--- src/hdl/assert_macros.svh ---
// assertion macros shared by the rpn stack calculator rtl
// no dependencies; the assertions compile away when SYNTH is defined
`ifndef ASSERT_MACROS_SVH
`define ASSERT_MACROS_SVH

`ifndef SYNTH

`define ASSERT_IMP(lbl, clk, rst, ante, cons) \
  lbl: assert property (@(posedge clk) disable iff (rst) (ante) |-> (cons)) \
    else $error("assertion failed");

`define ASSERT_NXT(lbl, clk, rst, ante, cons) \
  lbl: assert property (@(posedge clk) disable iff (rst) (ante) |=> (cons)) \
    else $error("assertion failed");

`else

`define ASSERT_IMP(lbl, clk, rst, ante, cons)

`define ASSERT_NXT(lbl, clk, rst, ante, cons)

`endif

`endif

--- src/hdl/rsc_pkg.sv ---
// shared types, codes and constants of the rpn stack calculator
// no dependencies; imported by every module of the block
package rsc_pkg;

  localparam int STACK_DEPTH = 16;
  localparam int ADDR_W      = $clog2(STACK_DEPTH);
  localparam int CNT_W       = $clog2(STACK_DEPTH + 1);

  localparam int MUL_STEPS = 64;
  localparam int DIV_STEPS = 96;
  localparam int STEP_W    = $clog2(DIV_STEPS);

  localparam logic [63:0] SIGN64 = 64'h8000_0000_0000_0000;
  localparam logic [63:0] MAXPOS = 64'h7FFF_FFFF_FFFF_FFFF;

  typedef enum logic [1:0] {
    KIND_NUM = 2'd0,
    KIND_OP  = 2'd1,
    KIND_END = 2'd2,
    KIND_BAD = 2'd3
  } kind_t;

  typedef enum logic [1:0] {
    OP_ADD = 2'd0,
    OP_SUB = 2'd1,
    OP_MUL = 2'd2,
    OP_DIV = 2'd3
  } op_t;

  typedef enum logic [2:0] {
    STAT_OK        = 3'd0,
    STAT_OVERFLOW  = 3'd1,
    STAT_UNDERFLOW = 3'd2,
    STAT_DIV_ZERO  = 3'd3,
    STAT_INVALID   = 3'd4,
    STAT_TOO_FEW   = 3'd5,
    STAT_TOO_MANY  = 3'd6
  } status_t;

  typedef enum logic [2:0] {
    S_IDLE,
    S_DISPATCH,
    S_RD_R,
    S_RD_L,
    S_MULDIV,
    S_RD_END
  } state_t;

  typedef struct packed {
    logic [1:0]         kind;
    logic signed [63:0] number;
    logic [1:0]         op;
  } token_t;

  typedef struct packed {
    logic [2:0]         status;
    logic signed [63:0] value;
    logic               finished;
  } result_t;

  typedef struct packed {
    logic              we;
    logic [ADDR_W-1:0] waddr;
    logic [ADDR_W-1:0] raddr;
  } stk_req_t;

  typedef struct packed {
    logic go;
    logic divide;
  } md_ctl_t;

  function automatic logic [63:0] mag64(input logic [63:0] v);
    return v[63] ? (64'd0 - v) : v;
  endfunction

endpackage

--- src/hdl/rsc_stack.sv ---
// operand stack storage: one write port and one registered read port
// depends on rsc_pkg
module rsc_stack (
  input  logic              clk,
  input  rsc_pkg::stk_req_t req,
  input  logic [63:0]       wdata,
  output logic [63:0]       rdata
);
  import rsc_pkg::*;

  logic [63:0] mem [STACK_DEPTH];

  always_ff @(posedge clk) begin
    if (req.we) begin
      mem[req.waddr] <= wdata;
    end
  end

  always_ff @(posedge clk) begin
    rdata <= mem[req.raddr];
  end

endmodule

--- src/hdl/rsc_muldiv.sv ---
// iterative fixed-point multiply and divide on one shared 66-bit adder
// shift-add multiply in 64 steps, restoring divide in 96 steps; depends on rsc_pkg
module rsc_muldiv (
  input  logic             clk,
  input  logic             rst,
  input  rsc_pkg::md_ctl_t ctl,
  input  logic [63:0]      a,
  input  logic [63:0]      b,
  output logic             done,
  output logic [63:0]      result
);
  import rsc_pkg::*;

  logic              run;
  logic              fin;
  logic              divide_q;
  logic              neg;
  logic              over;
  logic [STEP_W-1:0] step;
  logic [63:0]       base;
  logic [63:0]       opnd;
  logic [63:0]       hi;
  logic [63:0]       lo;

  logic [65:0] add_a;
  logic [65:0] add_b;
  logic [65:0] sum;
  logic [64:0] mul_s;
  logic        ge;
  logic [63:0] hi_next;
  logic [63:0] lo_next;
  logic [63:0] opnd_next;
  logic        over_next;
  logic [63:0] fmag;
  logic        fbig;
  logic [63:0] fval;

  // divide: remainder shifted with next dividend bit minus divisor
  // multiply: partial sum plus multiplicand
  always_comb begin
    add_a = divide_q ? {1'b0, hi, opnd[63]} : {2'b00, hi};
    add_b = divide_q ? ~{2'b00, base} : {2'b00, base};
    sum   = add_a + add_b + {65'd0, divide_q};
    ge    = ~sum[65];
    mul_s = opnd[0] ? sum[64:0] : {1'b0, hi};
    if (divide_q) begin
      hi_next   = ge ? sum[63:0] : {hi[62:0], opnd[63]};
      lo_next   = {lo[62:0], ge};
      opnd_next = {opnd[62:0], 1'b0};
      over_next = over | lo[63];
    end else begin
      hi_next   = mul_s[64:1];
      lo_next   = {mul_s[0], lo[63:1]};
      opnd_next = {1'b0, opnd[63:1]};
      over_next = over;
    end
  end

  always_comb begin
    if (divide_q) begin
      fmag = lo;
      fbig = over;
    end else begin
      fmag = {hi[31:0], lo[63:32]};
      fbig = |hi[63:32];
    end
    if (neg) begin
      fval = (fbig || fmag > SIGN64) ? SIGN64 : (64'd0 - fmag);
    end else begin
      fval = (fbig || fmag[63]) ? MAXPOS : fmag;
    end
  end

  always_ff @(posedge clk) begin
    if (rst) begin
      run  <= 1'b0;
      fin  <= 1'b0;
      done <= 1'b0;
    end else begin
      done <= fin;
      fin  <= 1'b0;
      if (ctl.go) begin
        run <= 1'b1;
      end else if (run && step == '0) begin
        run <= 1'b0;
        fin <= 1'b1;
      end
    end
  end

  always_ff @(posedge clk) begin
    if (ctl.go) begin
      divide_q <= ctl.divide;
      neg      <= a[63] ^ b[63];
      base     <= ctl.divide ? mag64(b) : mag64(a);
      opnd     <= ctl.divide ? mag64(a) : mag64(b);
      hi       <= '0;
      lo       <= '0;
      over     <= 1'b0;
      step     <= ctl.divide ? STEP_W'(DIV_STEPS - 1) : STEP_W'(MUL_STEPS - 1);
    end else if (run) begin
      hi   <= hi_next;
      lo   <= lo_next;
      opnd <= opnd_next;
      over <= over_next;
      step <= step - 1'b1;
    end
    if (fin) begin
      result <= fval;
    end
  end

endmodule

--- src/hdl/rpn_stack_calculator_top.sv ---
// top level of the rpn stack calculator: token sequencer and stack pointer
// depends on rsc_pkg, rsc_stack, rsc_muldiv and assert_macros.svh
//
// One token per transaction: pulse start with a token while busy is low. Each
// token gives exactly one result on result, marked by a one-cycle done pulse
// that cannot be held off, so capture it when it appears. busy rises the cycle
// after the token is taken and falls when done rises. A pushed number or a token
// rejected at dispatch ends in S_DISPATCH, a good end token adds S_RD_END,
// and add, subtract and a divide by zero go on through S_RD_R and S_RD_L;
// multiply and divide wait in S_MULDIV on the shared multiply/divide unit,
// which retires one product or quotient bit per cycle through its single
// 66-bit adder (64 steps for a product, 96 for the Q32.32 quotient). The stack
// sits in a small memory with a registered read port, so each operand fetch
// takes a state of its own. Any error, and every end token, empties the stack.
`include "assert_macros.svh"

module rpn_stack_calculator_top (
  input  logic             clk,
  input  logic             rst,
  input  logic             start,
  input  rsc_pkg::token_t  token,
  output logic             busy,
  output logic             done,
  output rsc_pkg::result_t result
);
  import rsc_pkg::*;

  state_t     state;
  state_t     state_next;
  token_t     tok;
  logic [CNT_W-1:0] count;
  logic [CNT_W-1:0] count_next;
  logic [CNT_W-1:0] cnt_m1;
  logic [CNT_W-1:0] cnt_m2;
  logic [63:0] right_q;
  logic        load_right;

  stk_req_t    stk;
  logic [63:0] wdata;
  logic [63:0] rdata;
  md_ctl_t     md_ctl;
  logic        md_done;
  logic [63:0] md_res;

  logic        emit;
  result_t     res_d;

  logic        full;
  logic        few_ops;
  logic        div_zero;
  logic        is_addsub;
  logic        is_sub;
  logic [63:0] bx;
  logic [63:0] asum;
  logic        aovf;
  logic [63:0] addsub;

  rsc_stack u_stack (
    .clk   (clk),
    .req   (stk),
    .wdata (wdata),
    .rdata (rdata)
  );

  rsc_muldiv u_muldiv (
    .clk    (clk),
    .rst    (rst),
    .ctl    (md_ctl),
    .a      (rdata),
    .b      (right_q),
    .done   (md_done),
    .result (md_res)
  );

  assign busy   = (state != S_IDLE);
  assign cnt_m1 = count - 1'b1;
  assign cnt_m2 = count - CNT_W'(2);

  assign full      = (count >= CNT_W'(STACK_DEPTH));
  assign few_ops   = (count < CNT_W'(2));
  assign div_zero  = (tok.op == OP_DIV) && (right_q == '0);
  assign is_addsub = (tok.op == OP_ADD) || (tok.op == OP_SUB);
  assign is_sub    = (tok.op == OP_SUB);

  // saturating add/subtract, left operand straight from the read port
  always_comb begin
    bx     = is_sub ? ~right_q : right_q;
    asum   = rdata + bx + {63'd0, is_sub};
    aovf   = (rdata[63] == bx[63]) && (asum[63] != rdata[63]);
    addsub = aovf ? (rdata[63] ? SIGN64 : MAXPOS) : asum;
  end

  always_comb begin
    state_next = state;
    case (state)
      S_IDLE: begin
        if (start) state_next = S_DISPATCH;
      end
      S_DISPATCH: begin
        case (tok.kind)
          KIND_OP:  state_next = few_ops ? S_IDLE : S_RD_R;
          KIND_END: state_next = (count == CNT_W'(1)) ? S_RD_END : S_IDLE;
          default:  state_next = S_IDLE;
        endcase
      end
      S_RD_R: state_next = S_RD_L;
      S_RD_L: begin
        if (div_zero || is_addsub) state_next = S_IDLE;
        else state_next = S_MULDIV;
      end
      S_MULDIV: begin
        if (md_done) state_next = S_IDLE;
      end
      S_RD_END: state_next = S_IDLE;
      default: state_next = S_IDLE;
    endcase
  end

  always_comb begin
    stk        = '0;
    wdata      = '0;
    md_ctl     = '0;
    emit       = 1'b0;
    res_d      = '0;
    count_next = count;
    load_right = 1'b0;
    case (state)
      S_DISPATCH: begin
        case (tok.kind)
          KIND_NUM: begin
            emit = 1'b1;
            if (full) begin
              res_d.status   = STAT_OVERFLOW;
              res_d.finished = 1'b1;
              count_next     = '0;
            end else begin
              stk.we     = 1'b1;
              stk.waddr  = count[ADDR_W-1:0];
              wdata      = tok.number;
              count_next = count + 1'b1;
            end
          end
          KIND_OP: begin
            if (few_ops) begin
              emit           = 1'b1;
              res_d.status   = STAT_UNDERFLOW;
              res_d.finished = 1'b1;
              count_next     = '0;
            end else begin
              stk.raddr = cnt_m1[ADDR_W-1:0];
            end
          end
          KIND_END: begin
            if (count == '0) begin
              emit           = 1'b1;
              res_d.status   = STAT_TOO_FEW;
              res_d.finished = 1'b1;
            end else if (count != CNT_W'(1)) begin
              emit           = 1'b1;
              res_d.status   = STAT_TOO_MANY;
              res_d.finished = 1'b1;
              count_next     = '0;
            end
            // single value: bottom entry is read at address zero
          end
          default: begin
            emit           = 1'b1;
            res_d.status   = STAT_INVALID;
            res_d.finished = 1'b1;
            count_next     = '0;
          end
        endcase
      end
      S_RD_R: begin
        load_right = 1'b1;
        stk.raddr  = cnt_m2[ADDR_W-1:0];
      end
      S_RD_L: begin
        if (div_zero) begin
          emit           = 1'b1;
          res_d.status   = STAT_DIV_ZERO;
          res_d.finished = 1'b1;
          count_next     = '0;
        end else if (is_addsub) begin
          emit        = 1'b1;
          res_d.value = addsub;
          stk.we      = 1'b1;
          stk.waddr   = cnt_m2[ADDR_W-1:0];
          wdata       = addsub;
          count_next  = cnt_m1;
        end else begin
          md_ctl.go     = 1'b1;
          md_ctl.divide = (tok.op == OP_DIV);
        end
      end
      S_MULDIV: begin
        if (md_done) begin
          emit        = 1'b1;
          res_d.value = md_res;
          stk.we      = 1'b1;
          stk.waddr   = cnt_m2[ADDR_W-1:0];
          wdata       = md_res;
          count_next  = cnt_m1;
        end
      end
      S_RD_END: begin
        emit           = 1'b1;
        res_d.value    = rdata;
        res_d.finished = 1'b1;
        count_next     = '0;
      end
      default: begin
      end
    endcase
  end

  always_ff @(posedge clk) begin
    if (rst) begin
      state <= S_IDLE;
      count <= '0;
      done  <= 1'b0;
    end else begin
      state <= state_next;
      count <= count_next;
      done  <= emit;
    end
  end

  always_ff @(posedge clk) begin
    if (state == S_IDLE && start) begin
      tok <= token;
    end
    if (load_right) begin
      right_q <= rdata;
    end
    if (emit) begin
      result <= res_d;
    end
  end

  `ASSERT_IMP(a_count_range, clk, rst, 1'b1, count <= CNT_W'(STACK_DEPTH))
  `ASSERT_IMP(a_error_clears, clk, rst, done && result.status != STAT_OK, count == '0)
  `ASSERT_IMP(a_done_frees, clk, rst, done, !busy)
  `ASSERT_NXT(a_accept_busy, clk, rst, start && !busy, busy)
  `ASSERT_IMP(a_md_owner, clk, rst, md_done, state == S_MULDIV)

endmodule
--- config.mk ---
export PLATFORM = sky130hd
export DESIGN_NAME = rpn_stack_calculator_top
export DESIGN_NICKNAME = d
export VERILOG_FILES = /design/src/hdl/rsc_pkg.sv /design/src/hdl/rsc_stack.sv /design/src/hdl/rsc_muldiv.sv /design/src/hdl/rpn_stack_calculator_top.sv
export VERILOG_INCLUDE_DIRS = /design/src /design/src/hdl
export SDC_FILE = /design/constraint.sdc
export NUM_CORES = 2
export LEC_CHECK = 0
export ABC_AREA = 1
export BUFFER_PORTS_ARGS = -buffer_cell sky130_fd_sc_hd__buf_2
export CELL_PAD_IN_SITES_DETAIL_PLACEMENT = 1
export CELL_PAD_IN_SITES_GLOBAL_PLACEMENT = 2
export CORE_ASPECT_RATIO = 2
export CORE_MARGIN = 2
export CORE_UTILIZATION = 43
export CTS_CLUSTER_SIZE = 8
export DETAILED_ROUTE_END_ITERATION = 7
export PLACE_DENSITY_LB_ADDON = 0.08
export SLEW_MARGIN = 20
export SYNTH_ARGS = -nofsm -noshare
export SYNTH_HDL_FRONTEND = slang
export SYNTH_HIERARCHICAL = 1
export SYNTH_SLANG_ARGS = --single-unit
--- constraint.sdc ---
create_clock -name clk -period 12.35 [get_ports clk]
set_input_delay 1.235 -clock clk [delete_from_list [all_inputs] [get_ports clk]]
set_output_delay 1.235 -clock clk [all_outputs]
set_load 0.01 [all_outputs]
==> After elaboration in Yosys (flattened, before gate mapping) <==
Memories as Yosys holds them, arrays and structs flattened. A register that Yosys moved wholly into a read port is not among the register bits.
Cells that the tools add are included.
{ "totals": {"register_bits": 542, "latchBits": 0, "ram_bits": 1024, "romBits": 0, "input_bits": 71, "out_inout_bits": 70, "wordCells": 168, "n_memories": 1} }
{ "memory_table": {"columns": ["name", "depth", "width", "read_ports", "rd_ports_with_merged_regs", "write_ports", "line_no", "text"], "rows": [
  ["u_stack.mem", 16, 64, 1, 1, 1, "rsc_stack.sv:11", "logic [63:0] mem [STACK_DEPTH];"]
]} }
{ "op_classes": {"n_addsub": 11, "multipliers": 0, "div_mod_pow": 0, "n_lt_le_gt_ge": 3, "eq_ne": 19, "shift": 0, "muxes": 84, "bitwise": 5, "n_reduce_logical": 23} }
{ "op_table": {"columns": ["operator", "n"], "rows": [
  ["64-bit 2-to-1 mux", 22],
  ["64-bit one-hot mux with 3 select lines", 2],
  ["1-bit by 64-bit subtractor with 64-bit output (first input constant)", 3],
  ["65-bit 2-to-1 mux", 2],
  ["66-bit by 1-bit adder with 66-bit output", 1],
  ["66-bit adder", 1],
  ["66-bit 2-to-1 mux", 1],
  ["64-bit inverter with 66-bit output", 1],
  ["64-bit by 1-bit adder with 64-bit output", 1],
  ["64-bit adder", 1],
  ["64-bit greater-than comparator (second input constant)", 1],
  ["64-bit zero test", 1],
  ["64-bit inverter", 1],
  ["5-bit 2-to-1 mux", 12],
  ["32-bit OR reduction", 1],
  ["5-bit one-hot mux with 3 select lines", 2],
  ["7-bit 2-to-1 mux", 3],
  ["5-bit one-hot mux with 4 select lines", 1],
  ["3-bit 2-to-1 mux", 6],
  ["1-bit 2-to-1 mux", 16],
  ["3-bit one-hot mux with 5 select lines", 1],
  ["2-bit 2-to-1 mux", 6],
  ["3-bit != test (second input constant)", 4],
  ["3-bit one-hot mux with 2 select lines", 2],
  ["other kinds (38)", 53]
]} }

==> Logic depth before layout (Yosys ltp) <==
{ "logic_depth": {"word_depth": 10, "depth_mapped": 28, "mapped_depth_nobuf": 23} }

==> By module <==
Netlist, hierarchy kept.
{ "modules_own_cells": {"columns": ["module", "instances", "cells_each", "area_per_inst_um2", "seq_area_each_um2"], "rows": [
  ["rsc_stack", 1, 4212, 45235.9, 32030.7],
  ["rsc_muldiv", 1, 4411, 28651.2, 8678.3],
  ["rpn_stack_calculator_top", 1, 2254, 15862.7, 6185.9]
]} }

==> Worst setup path before layout <==
Ideal clock, no wire load.
{ "synth_path": {"path_type": "reg-to-reg", "from": "reg state[1]", "to": "reg u_stack.rdata[16], read port of u_stack.mem", "setup_time_ns": 0.114, "arrival_time_ns": 6.670, "required_ns": 12.236, "setup_slack_ns": 5.566, "stages_incl_launch_ff": 10, "n_path_buf": 2, "period_less_slack_ns": 6.784, "cell_sequence": "dfxtp_1 > inv_1 > nor3_1 > inv_1 > o22ai_1 > clkbuf_1 > clkbuf_1 > nand3_1 > nand3_1 > nand2_1"} }
{ "synth_lines": {"columns": ["element", "line_no", "text"], "rows": [
  ["start: declaration", "rpn_stack_calculator_top.sv:28", "state_t state;"],
  ["start signal: assignment", "rpn_stack_calculator_top.sv:223", "state <= state_next;"],
  ["end: declaration", "rsc_stack.sv:7", "output logic [63:0] rdata"]
]} }

==> Worst setup path after layout <==
{ "layout_path": {"from": "reg u_muldiv.divide_q", "to": "reg u_muldiv.hi[39]"} }
{ "layout_between": {"elab_chain_cells": 5, "word_cells_on_any_way": 7, "cone_classes": "2 x add/sub; 5 x mux"} }
{ "layout_rtl": {"columns": ["element", "line_no", "text"], "rows": [
  ["start: declaration", "rsc_muldiv.sv:16", "logic divide_q;"],
  ["start signal: assignment", "rsc_muldiv.sv:93", "divide_q <= ctl.divide;"],
  ["65-bit 2-to-1 mux or 66-bit 2-to-1 mux (tied branches)", "rsc_muldiv.sv:41, rsc_muldiv.sv:42", null],
  ["66-bit adder", "rsc_muldiv.sv:43", "sum = add_a + add_b + {65'd0, divide_q};"],
  ["66-bit by 1-bit adder with 66-bit output", "rsc_muldiv.sv:43", null],
  ["65-bit 2-to-1 mux or 64-bit 2-to-1 mux (tied branches)", "rsc_muldiv.sv:45, rsc_muldiv.sv:47", null],
  ["64-bit 2-to-1 mux *", "rsc_muldiv.sv:46", "if (divide_q) begin"],
  ["end signal: assignment", "rsc_muldiv.sv:102", "hi <= hi_next;"],
  ["end: declaration", "rsc_muldiv.sv:22", "logic [63:0] hi;"]
]} }
Every way passes the cells marked *; elsewhere a longest branch is shown, timed or not.
A chain may end at the register's enable or synchronous reset.

==> impl_metrics.ini <==
[run_status]
status = completed

[sta]
final.min_clock_period_ns = 6.89
timing.final.hold_violations = 0
rsz0062_at_grt = false
slew-limit-headroom_pct = 6.76
finalSetupTns_ns = 0
setup_viol = 0
holdWs_ns = 0.478
worstMarginPinSlew_ns = 1.40
finClkSkew_ns = 0.114
max_freq_mhz = 145
slew_viol_final = 0
fin_crit_sh_pct = 55.8

[logic_synthesis]
yosysTopAreaCellShare_pct = 47.7
synth_area_leader_cell = edfxtp_1
synth_fp_nets = 11100
syn-mean-instance-area_sq_um = 8.25
netlist_top_cells_area = edfxtp_1, nand2_1, inv_1
synthArstFlopShare_pct = 0
ys_seq_area_share_pct = 52.3
ys_warn_count = 6
synth_ff_type = edfxtp_1
synth-edff-count = 1425
syn_area_sq_um = 89700
synth_cell_types = 59
netlist_instances = 10900
synth_seq_cells = 1630

[drt]
first_iter_violations = 6872
wl_per_cell_um = 33.1
ant_nets = 0
totalWireLength_mm = 460
dr.pass1.iters = 8
route.detailed.drc = 0
vias_per_cell = 5.84
vias = 81200

[run]
cap_viol_max_count = 0

[pwr]
leakage_nw = 43.9
cellPowerDensity_nw_per_um2 = 161
p_clk_share_pct = 36.9
p_sw_share_pct = 34.4
ir_worst_vdd_mv = 0.167
pwr-share-comb_pct = 23.0
p_seq_share_pct = 40.1
p_int_mw = 10.5
switching_power_mw = 5.54

[final_layout]
multiInputGateArea_sq_um = 34500
final_util_pct = 48.0
final_cell_mix = nand2_1, inv_1, edfxtp_1, nand3_1, nor2_1
drive_above_1_share_pct = 6.07
area_growth_pct = 11.2
final_area_sq_um = 99800
register_area_sq_um = 46900
final_common_cell = nand2_1
fill_cells = 24600
num-nets-final = 11200

[die]
pin_count = 141
core_sq_um = 208000
dieWidth_um = 327
die-area_sq_um = 213000
num_rows = 237
fp.dieH_um = 650
start_util_pct = 43.2

[min_path]
hold_class = flip-flop to flip-flop
hold_start = u_muldiv/hi[40]$_SDFFE_PP0P_

[place]
dp_hpwl_mm = 329
io_buffer_count = 140
gp_congestion = 1.07
dpl-instance-area_sq_um = 93200

[setup_path]
arrival_ns = 7.69
end_kind = flip-flop
criticalPathCategory = flip-flop to flip-flop
rr_startpoint = u_muldiv/divide_q$_DFFE_PP_
rrSetupSlack_ns = 5.46
required_ns = 13.16
path_max_fanout = 78
startpoint = u_muldiv/divide_q$_DFFE_PP_
endpoint = u_muldiv/hi[39]$_SDFFE_PP0P_
timing.rr.end = u_muldiv/hi[39]$_SDFFE_PP0P_
critPathLaunchType = flip-flop
reg2reg_depth = 20

[global_route]
antenna_found_initial = 53
grt_max_degree = 209
grt_pass1_vias = 86000
grt_overflow = 0
grt_pass1_wl_mm = 636
track_usage_pct = 42.9

[cts]
hold_buffers = 0
post_cts_buffers = 0
h-tree-depth = 4
cts.sinks = 1630
cts.path.max_buffers = 4
cts_buffers = 231
clk_latency_ns = 0.92
cts_tree = done
path_clk_slew_ns = 0.06
cts_root_buf = clkbuf_16
cts_resized = 0
==> layer usage <==
metal  part of all wire, %  up-vias  GRT usage [%]
li1                      -    35500              -
met1                    30    40200           39.6
met2                    50     3723           73.7
met3                   6.7     1732           10.3
met4                    13       26           46.6
met5                 0.035        -              0
==> cells by family after synthesis <==
family | Yosys count | share of synthesized area [%]
simple gates | 5567 | 25.9
compound gates | 1041 | 6.54
mux | 3 | 0.0335
flops | 1630 | 52.3
xor+xnor | 361 | 3.52
fa+ha+maj | 146 | 2.05
buf+inv | 2129 | 9.72
==> through the flow <==
step	power [mW]	instances	setup WS, ns
after global routing	16.5	13900	5.22
after detailed placement	10.0	13500	5.71
after CTS	15.9	13900	5.72
final	16.1	13900	5.46
after floorplan	8.32	10900	5.57
after global placement	9.99	13500	5.66
==> cells in the mapped netlist, types with 39 or more instances <==
| cell | count |
|---|---|
| a21oi_1 | 321 |
| a22oi_1 | 62 |
| buf_2 | 145 |
| buf_4 | 42 |
| buf_6 | 52 |
| clkbuf_1 | 170 |
| dfxtp_1 | 205 |
| edfxtp_1 | 1425 |
| ha_1 | 144 |
| inv_1 | 1677 |
| nand2_1 | 3414 |
| nand3_1 | 1247 |
| nand4_1 | 71 |
| nor2_1 | 625 |
| nor3_1 | 75 |
| nor4_1 | 39 |
| o211ai_1 | 65 |
| o21ai_0 | 402 |
| o21ai_1 | 60 |
| xnor2_1 | 133 |
| xor2_1 | 228 |
==> flip-flops by register name (all words and copies together), names as in the netlist, 64 cells and up <==
signal,flops
u_stack/rdata,64
u_muldiv/hi,64
tok,68
u_muldiv/lo,64
u_muldiv/opnd,64
u_stack/mem,1024
u_muldiv/result,64
right_q,64
result,68
u_muldiv/base,64
==> worst max-delay path: stages, from the launching register on <==
cell and delay (ns):
edfxtp_1 0.45, buf_12 0.42, buf_4 0.69, buf_4 0.78, xor2_1 0.15, ha_1 0.41
nand2_1 0.12, nor2_1 0.78, inv_1 0.17, nor2_1 0.20, inv_1 0.12, nor3_2 0.19
nand2_2 0.11, nand2_2 0.59, inv_2 0.47, buf_4 0.39, nand2_1 0.11, nand3_1 0.09
nand2_1 0.11, nand2_1 0.05, nand2_1 0.08
==> area by class of cell <==
cell class,count,area share (%)
antenna,25,0.0627
clock buffer,386,6.40
clock inverter,10,0.123
inverter,1690,6.39
multi-input combinational,7118,34.5
sequential,1630,47.0
tap,2748,3.44
timing repair buffer,306,2.07
==> power by group through the flow <==
stage	Clock, mW	Combinational [mW]	Sequential (mW)
2_1_floorplan	0	1.90	6.42
3_3_place_gp	0	3.46	6.54
3_5_place_dp	0	3.49	6.54
4_1_cts	5.97	3.51	6.43
5_1_grt	6.15	3.86	6.45
6_report	5.93	3.70	6.44
==> worst min path at each step <==
stage	endpoint	slack, ns	cells past startpoint
finish	u_muldiv/hi[40]$_SDFFE_PP0P_	0.48	2
global route	tok[10]$_DFFE_PP_	0.47	1
CTS	tok[62]$_DFFE_PP_	0.45	1
detailed placement	u_muldiv/over$_SDFFE_PP0P_	0.46	2
global placement	u_muldiv/over$_SDFFE_PP0P_	0.46	2
floorplan	u_muldiv/lo[0]$_SDFFE_PP0P_	0.43	2
Note: power is estimated with default switching activity, not from simulation.
